<file path="src/hw/rtl/pohd_pkg.sv">
// ----------------------------------------------------------------------------
// pohd_pkg
// Types and constants shared by the packed-object header decoder.
// ----------------------------------------------------------------------------
package pohd_pkg;

  localparam logic [2:0] TYPE_OFS_DELTA = 3'd6;
  localparam logic [2:0] TYPE_REF_DELTA = 3'd7;

  typedef enum logic [2:0] {
    PH_IDLE,
    PH_SIZE,
    PH_OFS_FIRST,
    PH_OFS_NEXT,
    PH_REF,
    PH_DONE
  } phase_t;

  typedef struct packed {
    logic       start_header;
    logic [7:0] data_byte;
  } hdr_beat_t;

  typedef struct packed {
    logic [2:0]  object_type;
    logic [63:0] object_size;
    logic [63:0] delta_offset;
    logic [7:0]  ref_byte;
    logic [4:0]  ref_index;
    logic        ref_valid;
    logic        header_done;
    logic        overflow;
    logic [31:0] running_crc;
  } res_beat_t;

  typedef struct packed {
    phase_t      phase;
    logic [2:0]  type_reg;
    logic [63:0] size_acc;
    logic [6:0]  shift_amount;
    logic [63:0] offset_acc;
    logic [4:0]  id_count;
    logic [31:0] crc_reg;
    logic        overflow_flag;
  } dec_state_t;

  localparam dec_state_t STATE_RESET = '{
    phase: PH_IDLE, type_reg: 3'd0, size_acc: 64'd0, shift_amount: 7'd0,
    offset_acc: 64'd0, id_count: 5'd0, crc_reg: 32'd0, overflow_flag: 1'b0
  };

endpackage

</file>
<file path="src/hw/rtl/pohd_step.sv">
// ----------------------------------------------------------------------------
// pohd_step
// Per-byte decode: next decoder state and the result beat for one header byte.
// ----------------------------------------------------------------------------
module pohd_step import pohd_pkg::*; #(
  parameter int ID_BYTES = 20
) (
  input  dec_state_t cur,
  input  hdr_beat_t  beat,
  output dec_state_t nxt,
  output res_beat_t  res
);

  function automatic logic [31:0] crc_byte(input logic [31:0] crc, input logic [7:0] b);
    logic [31:0] c;
    c = ~crc ^ {24'd0, b};
    for (int i = 0; i < 8; i++) begin
      c = c[0] ? ((c >> 1) ^ 32'hEDB88320) : (c >> 1);
    end
    return ~c;
  endfunction

  logic [6:0]  low7;
  logic        more;
  logic [70:0] size_sh;
  logic [63:0] ofs_inc;
  logic [5:0]  id_inc;
  logic [2:0]  new_type;
  logic        done;
  logic        rvalid;

  assign low7     = beat.data_byte[6:0];
  assign more     = beat.data_byte[7];
  assign new_type = beat.data_byte[6:4];
  assign size_sh  = 71'(low7) << cur.shift_amount;
  assign ofs_inc  = cur.offset_acc + 64'd1;
  assign id_inc   = {1'b0, cur.id_count} + 6'd1;

  always_comb begin
    nxt    = cur;
    done   = 1'b0;
    rvalid = 1'b0;
    if (beat.start_header) begin
      nxt.type_reg      = new_type;
      nxt.size_acc      = {60'd0, beat.data_byte[3:0]};
      nxt.shift_amount  = 7'd4;
      nxt.offset_acc    = 64'd0;
      nxt.id_count      = 5'd0;
      nxt.overflow_flag = 1'b0;
      nxt.crc_reg       = crc_byte(32'd0, beat.data_byte);
      if (more) begin
        nxt.phase = PH_SIZE;
      end else if (new_type == TYPE_OFS_DELTA) begin
        nxt.phase = PH_OFS_FIRST;
      end else if (new_type == TYPE_REF_DELTA) begin
        nxt.phase = PH_REF;
      end else begin
        nxt.phase = PH_DONE;
        done      = 1'b1;
      end
    end else begin
      case (cur.phase)
        PH_SIZE: begin
          nxt.crc_reg = crc_byte(cur.crc_reg, beat.data_byte);
          if (cur.shift_amount < 7'd64) begin
            nxt.size_acc     = cur.size_acc | size_sh[63:0];
            nxt.shift_amount = cur.shift_amount + 7'd7;
            if (|size_sh[70:64]) nxt.overflow_flag = 1'b1;
          end else if (|low7) begin
            nxt.overflow_flag = 1'b1;
          end
          if (!more) begin
            if (cur.type_reg == TYPE_OFS_DELTA) begin
              nxt.phase = PH_OFS_FIRST;
            end else if (cur.type_reg == TYPE_REF_DELTA) begin
              nxt.phase = PH_REF;
            end else begin
              nxt.phase = PH_DONE;
              done      = 1'b1;
            end
          end
        end
        PH_OFS_FIRST, PH_OFS_NEXT: begin
          nxt.crc_reg = crc_byte(cur.crc_reg, beat.data_byte);
          if (cur.phase == PH_OFS_FIRST) begin
            nxt.offset_acc = {57'd0, low7};
          end else begin
            if ((ofs_inc == 64'd0) || (|ofs_inc[63:57])) nxt.overflow_flag = 1'b1;
            nxt.offset_acc = {ofs_inc[56:0], low7};
          end
          if (more) begin
            nxt.phase = PH_OFS_NEXT;
          end else begin
            nxt.phase = PH_DONE;
            done      = 1'b1;
          end
        end
        PH_REF: begin
          nxt.crc_reg  = crc_byte(cur.crc_reg, beat.data_byte);
          rvalid       = 1'b1;
          nxt.id_count = id_inc[4:0];
          if (id_inc >= 6'(ID_BYTES)) begin
            nxt.phase = PH_DONE;
            done      = 1'b1;
          end
        end
        default: begin
          nxt = cur;
        end
      endcase
    end
  end

  always_comb begin
    res.object_type   = nxt.type_reg;
    res.object_size   = nxt.size_acc;
    res.delta_offset  = nxt.offset_acc;
    res.ref_byte      = rvalid ? beat.data_byte : 8'd0;
    res.ref_index     = rvalid ? cur.id_count : 5'd0;
    res.ref_valid     = rvalid;
    res.header_done   = done;
    res.overflow      = nxt.overflow_flag;
    res.running_crc   = nxt.crc_reg;
  end

endmodule

</file>
<file path="src/hw/rtl/pack_object_header_decoder.sv">
// ----------------------------------------------------------------------------
// pack_object_header_decoder
// Packed-object header decoder: type, size varint, delta base, running CRC-32.
// ----------------------------------------------------------------------------
// Takes one header byte per beat and returns one result beat per byte, through
// an input register and then a result register. A new byte is accepted every
// cycle unless a result stall holds it off; the rate is set by the decoder
// state loop, which updates type, size, offset, id count and CRC in one pass
// of the step logic per byte. No clearing pass after reset.
module pack_object_header_decoder import pohd_pkg::*; #(
  parameter int ID_BYTES = 20
) (
  input  logic      clk,
  input  logic      rst,
  input  logic      hdr_valid,
  output logic      hdr_stall,
  input  hdr_beat_t hdr,
  output logic      res_valid,
  input  logic      res_stall,
  output res_beat_t res
);

  logic       s1_valid;
  hdr_beat_t  s1;
  dec_state_t state;
  dec_state_t state_next;
  res_beat_t  res_next;
  logic       advance;

  assign advance   = !res_valid || !res_stall;
  assign hdr_stall = s1_valid && !advance;

  pohd_step #(.ID_BYTES(ID_BYTES)) u_step (
    .cur  (state),
    .beat (s1),
    .nxt  (state_next),
    .res  (res_next)
  );

  always_ff @(posedge clk) begin
    if (rst) begin
      s1_valid <= 1'b0;
    end else if (!hdr_stall) begin
      s1_valid <= hdr_valid;
    end
  end

  always_ff @(posedge clk) begin
    if (hdr_valid && !hdr_stall) begin
      s1 <= hdr;
    end
  end

  always_ff @(posedge clk) begin
    if (rst) begin
      state <= STATE_RESET;
    end else if (s1_valid && advance) begin
      state <= state_next;
    end
  end

  always_ff @(posedge clk) begin
    if (rst) begin
      res_valid <= 1'b0;
    end else if (advance) begin
      res_valid <= s1_valid;
    end
  end

  always_ff @(posedge clk) begin
    if (s1_valid && advance) begin
      res <= res_next;
    end
  end

  a_ref_type: assert property (@(posedge clk) disable iff (rst)
    res_valid && res.ref_valid |-> res.object_type == TYPE_REF_DELTA)
    else $error("id byte on a header that is not a reference delta");

  a_ref_index: assert property (@(posedge clk) disable iff (rst)
    res_valid && res.ref_valid |-> res.ref_index < ID_BYTES)
    else $error("id byte index past the id length");

  a_state_phase: assert property (@(posedge clk) disable iff (rst)
    state.phase == PH_REF |-> state.type_reg == TYPE_REF_DELTA)
    else $error("id phase entered for a non reference-delta type");

  a_s1_hold: assert property (@(posedge clk) disable iff (rst)
    s1_valid && !advance |=> s1_valid && $stable(s1) && $stable(state))
    else $error("input register or state changed while blocked");

endmodule

</file>
<file path="config.mk">
export PLATFORM = sky130hd
export DESIGN_NAME = pack_object_header_decoder
export DESIGN_NICKNAME = d
export VERILOG_FILES = /design/src/hw/rtl/pohd_pkg.sv /design/src/hw/rtl/pohd_step.sv /design/src/hw/rtl/pack_object_header_decoder.sv
export SDC_FILE = /design/constraint.sdc
export NUM_CORES = 1
export LEC_CHECK = 0
export BUFFER_PORTS_ARGS = -buffer_cell sky130_fd_sc_hd__buf_4
export CORE_MARGIN = 2
export CORE_UTILIZATION = 57
export DETAILED_ROUTE_END_ITERATION = 7
export PLACE_DENSITY = 0.85
export SYNTH_ARGS = -nofsm -noshare
export SYNTH_HDL_FRONTEND = slang
export SYNTH_HIERARCHICAL = 1
export SYNTH_SLANG_ARGS = --single-unit
</file>
<file path="constraint.sdc">
create_clock -name clk -period 10.2 [get_ports clk]
set_input_delay 1.02 -clock clk [delete_from_list [all_inputs] [get_ports clk]]
set_output_delay 1.02 -clock clk [all_outputs]
set_load 0.005 [all_outputs]
</file>
# Yosys cells after proc, flatten, opt, wreduce, memory -nomap -nowiden
# Cells that the tools add are included.
[totals]
reg_bits = 369
elab_cells = 131
output_inout_bits = 181
input_bits = 13
[classes]
add_sub_neg = 3
eq_ne = 10
reduce_logical = 22
shifts = 1
magnitude_cmp = 2
bitwise_logic = 22
muxes = 50
[ops]
columns = ["op", "count"]
rows = [
  ["$mux 32", 17],
  ["$not 13->14", 16],
  ["$mux 179", 1],
  ["$mux 71", 2],
  ["$mux 64", 2],
  ["$not 32->32", 3],
  ["$shl 7x7->71", 1],
  ["$add 64x1->64 const B", 1],
  ["$logic_not 64->1", 1],
  ["$or 64x64->64", 1],
  ["$not 8->32", 1],
  ["$xor 32x8->32", 1],
  ["$reduce_or 7->1", 3],
  ["$mux 1", 18],
  ["$mux 3", 6],
  ["$eq 3x3->1 const B", 5],
  ["$pmux 3 s3", 1],
  ["$add 7x3->7 const B", 1],
  ["$lt 7x7->1 const B", 1],
  ["$add 5x1->6 const B", 1],
  ["$eq 3x2->1 const B", 2],
  ["$ge 6x5->1 const B", 1],
  ["$reduce_bool 2->1", 3],
  ["$mux 5", 1],
  ["other kinds (14)", 20],
]

# Longest topological paths before layout
[logic_depth]
ltp_word = 21
depth_mapped = 14
depth_no_buf = 11

# Modules after synthesis
# Netlist, hierarchy kept.
[modules_own_cells]
columns = ["mod", "seq_area_each_um2", "cells_per_inst", "n_inst", "area_each_um2"]
rows = [
  ["pack_object_header_decoder", 9268.9, 974, 1, 13725.7],
  ["pohd_step", 0.0, 1287, 1, 7886.3],
]

# Worst setup path before layout
# OpenSTA, ideal clock, no wires.
[synth_path]
path_kind = "register to register"
from = "register state[38] (netlist name)"
to = "register state[0] (netlist name)"
synth_period_minus_slack_ns = 3.407
path_buffers = 1
t_required_ns = 10.128
arrival_time_ns = 3.336
setup_slack_ns = 6.793
setup_time_ns = 0.072
path_stages_with_launch = 13
cell_sequence = "dfxtp_1 > ha_1 > nand3_1 > or4_1 > buf_2 > nor3_1 > xor2_1 > or4_1 > or4_1 > nor4_2 > a41o_1 > nand2b_1 > mux2i_1"
[synth_lines]
columns = ["item", "line_no", "rtl"]
rows = [
  ["start, declared", "pack_object_header_decoder.sv:25", "dec_state_t state;"],
  ["start signal, assigned", "pack_object_header_decoder.sv:58", "state <= state_next;"],
]

==> flow_summary_export.csv <==
group,metric,value,unit
setup_path,crit_arrival,4510,ps
power_and_ir_drop,power_per_cell_area,151.3,mW/mm2
floorplan,die_h,198.7,um
power_and_ir_drop,clock_power_share,40.2,%
clocking,cts.repair.resized,0,
clocking,cts_num_sinks,369,
final_layout,multi_input_area,0.01024,mm2
global_routing,vias_in_the_first_global_route,15060,
final_layout,final_net_count,2195,
final_layout,highest_count_cells_in_the_layout_ignoring_fill_and_taps,"sky130_fd_sc_hd__nand2b_1, sky130_fd_sc_hd__buf_4, sky130_fd_sc_hd__nor2_1",
power_and_ir_drop,p_leak,0.007867,uW
power_and_ir_drop,combinationalPowerShare,12.4,%
outcome,run_status,"finished, final reports clean",
clocking,cts-hold-fix-buffers,0,
timing,tightest_slew,1180,ps
placed_design,port-buffer-count,193,
clocking,h-tree-depth,2,
timing,final_period_minus_worst_setup_slack,4018,ps
setup_path,critical_path_required,10690,ps
placed_design,dp.final_hpwl,34510,um
final_layout,layout.cell_area.non_filler,0.02303,mm2
floorplan,io_pins,194,
final_layout,diodes,0,
placed_design,place_congestion,0.9679,
timing,clock.fmax,0.2489,GHz
route,detailroute.via_count,15690,
global_routing,overflow,0,
yosys,synth.net_count,2282,
floorplan,start_util,57.65,%
setup_path,cp-start-kind,"register",
global_routing,grt_first_pass_wirelength,81330,um
power_and_ir_drop,seq_power_share,47.4,%
route,wl_per_cell,19.13,um
clocking,clkLatencyLatePin,570,ps
setup_path,cp_cell_sequence,"ha_1 -> nand3_1 -> or4_1 -> nor3_2 -> nand4_1 -> xnor2_1 -> or3_1 -> nor4_2 -> a41o_1 -> nand2b_1 -> mux2i_1",
setup_path,rrSetupSlack,6180,ps
yosys,yosys_register_bits,369,
timing,maxSlewViolCount,0,
run,maxCapViolCount,0,
route,antenna_violation_net_count_after_detailed_routing,0,
global_routing,groute.usage.overall,26.05,%
yosys,yosysWarnings,6,
global_routing,grt_max_degree,197,
yosys,synth-edff-count,188,
yosys,postSynthAreaPerCell,9.559,um2
placed_design,placed_cell_area,0.02177,mm2
yosys,netlist_instances,2261,
global_routing,grt_antenna_before_repair,0,
clocking,cts_inserted_buffers,39,
setup_path,worstRegToRegCells,11,
yosys,synth_flop_cell,"sky130_fd_sc_hd__edfxtp_1",
final_layout,area.growth.synth_to_final,6.548,%
final_layout,drive_gt1_share,13.38,%
timing,timing.final.hold_violations,0,
final_layout,area.sequential,0.009269,mm2
timing,timing.hold.ws,472.1,ps
route,route.detailed.vias_per_inst,5.777,
setup_path,cp-end-kind,"register",
timing,timing.final.crit_share,39.40,%
yosys,synth.lib_cells_used.distinct,70,
power_and_ir_drop,net-switching-power,891.0,uW
clocking,cts_root_buf,"sky130_fd_sc_hd__clkbuf_16",
worst_hold_path,whs_path_depth,2,
power_and_ir_drop,irDropWorstVdd,0.1531,mV
route,detail_route.iter0.violations,1351,
power_and_ir_drop,power_switching_share,25.58,%
floorplan,floorplan.die.width,198.7,um
yosys,asyncSetResetFlopFracSynth,0,%
worst_hold_path,timing.hold.worst.class,"reg -> reg",
floorplan,core_rows,71,
floorplan,design.core.area,0.03749,mm2
route,routed_wl,51960,um
setup_path,timing.critical_path.slowest_cell_delay,810,ps
clocking,clk_pin_slew,60,ps
power_and_ir_drop,internal_power,2592,uW
timing,maxSlewHeadroom,20.76,%
clocking,cts_setup_buffers,0,
yosys,synth-seq-area-share,42.89,%
timing,report.final.setup_viol,0,
timing,timing.setup.tns,0,ps
timing,clock_skew,14.39,ps
final_layout,layout_commonest_cell,"sky130_fd_sc_hd__nand2b_1",
clocking,clock_path_buffers,3,
final_layout,fillers,3123,
setup_path,crit_type,"reg -> reg",
timing,setup_repair_after_global_routing_missed_its_margin,"no",
yosys,synth_area,0.02161,mm2
clocking,tritoncts,"built",
final_layout,finalCoreUtilization,61.42,%
setup_path,cp_max_fo,13,
setup_path,worst_path_max_delay_cell,"sky130_fd_sc_hd__or4_1",
route,detail_route.drc_violations,0,
route,drt_first_pass_iters,8,
floorplan,floorplan.die_area,0.03949,mm2
## final cells by class
type / instances / area share [%]
Inverter: 19 / 0.3097
Timing Repair Buffer: 203 / 6.743
Clock buffer: 47 / 4.678
Clock inverter: 25 / 0.7661
Multi-Input combinational cell: 1542 / 44.47
Tap cell: 511 / 2.777
Sequential cell: 369 / 40.25
## power by group through the flow
stage	combinational, uW	clock (uW)	sequential, uW
after floorplan	350	0	1670
after global placement	421	0	1680
final	433	1400	1650
after global routing	468	1480	1660
after detailed placement	426	0	1680
after CTS	430	1420	1650
## state kept, by name, indices dropped and copies added, names as in the netlist
name	count
res	179
res_valid	1
s1	9
s1_valid	1
state	179
## cells by family after synthesis
kind of cell / synth area share, %
AOI/OAI and AO/OA: 8.192
xor gates and xnor gates: 7.173
adders and majority gates: 0.4632
buffers and inverters: 9.877
DFF: 42.89
muxes: 9.275
and+or+nand+nor: 22.13
## cells in the mapped netlist, drive strengths merged, types with 3 or more instances
library cell / instances / share of area (%)
and3: 13 / 0.38
a21boi: 3 / 0.10
nand2b: 367 / 11
o21ai: 40 / 0.93
nor2b: 7 / 0.20
a311oi: 3 / 0.12
nand2: 93 / 1.6
o21a: 4 / 0.14
inv: 18 / 0.31
nor4: 27 / 0.87
clkbuf: 119 / 2.1
or3: 14 / 0.43
edfxtp: 188 / 26
mux2i: 189 / 8.8
xor2: 62 / 2.5
nor3: 26 / 0.65
dfxtp: 181 / 17
or4: 5 / 0.17
buf: 212 / 7.5
a21oi: 111 / 2.6
a211oi: 19 / 0.66
or2: 6 / 0.17
ha: 8 / 0.46
o22ai: 7 / 0.20
nor3b: 4 / 0.14
and2: 16 / 0.46
nand4: 39 / 1.2
xnor2: 115 / 4.7
a22oi: 49 / 1.7
mux2: 8 / 0.42
a221oi: 5 / 0.20
a31oi: 23 / 0.67
nor2: 195 / 3.4
and4: 14 / 0.57
nor4b: 3 / 0.12
nand3: 37 / 0.86
a2111oi: 4 / 0.16
## per-layer routing
layer	wire [um]	part of all wire, %	track usage (%)	up-vias
li1	-	-	-	7475
met3	3119	6.0	4.171	113
met2	24830	48	43.49	563
met5	0	0	0	-
met1	22220	43	33.67	7539
met4	1796	3.5	10.89	0
## worst max-delay path: cells and delay by family (launching register included)
family                     cells  cell delay, ps
DFF                            1             460
muxes                          1             120
adders and majority gates      1             270
and+or+nand+nor                7            2660
xor gates and xnor gates       1             200
AOI/OAI and AO/OA              1             220
## through the flow
step	instances	power, uW	setup WS [ps]
6_report	2716	3483	6182
5_1_grt	2716	3600	5969
2_1_floorplan	2261	2017	6793
3_5_place_dp	2644	2109	6289
4_1_cts	2716	3506	6256
3_3_place_gp	2644	2103	6355
## final timing paths
check / from / to
max: state[38] / state[0]
min reg2reg: state[152] / state[152]
min: state[152] / state[152]
max reg2reg: state[38] / state[0]
(Power assumes the default switching activity.)
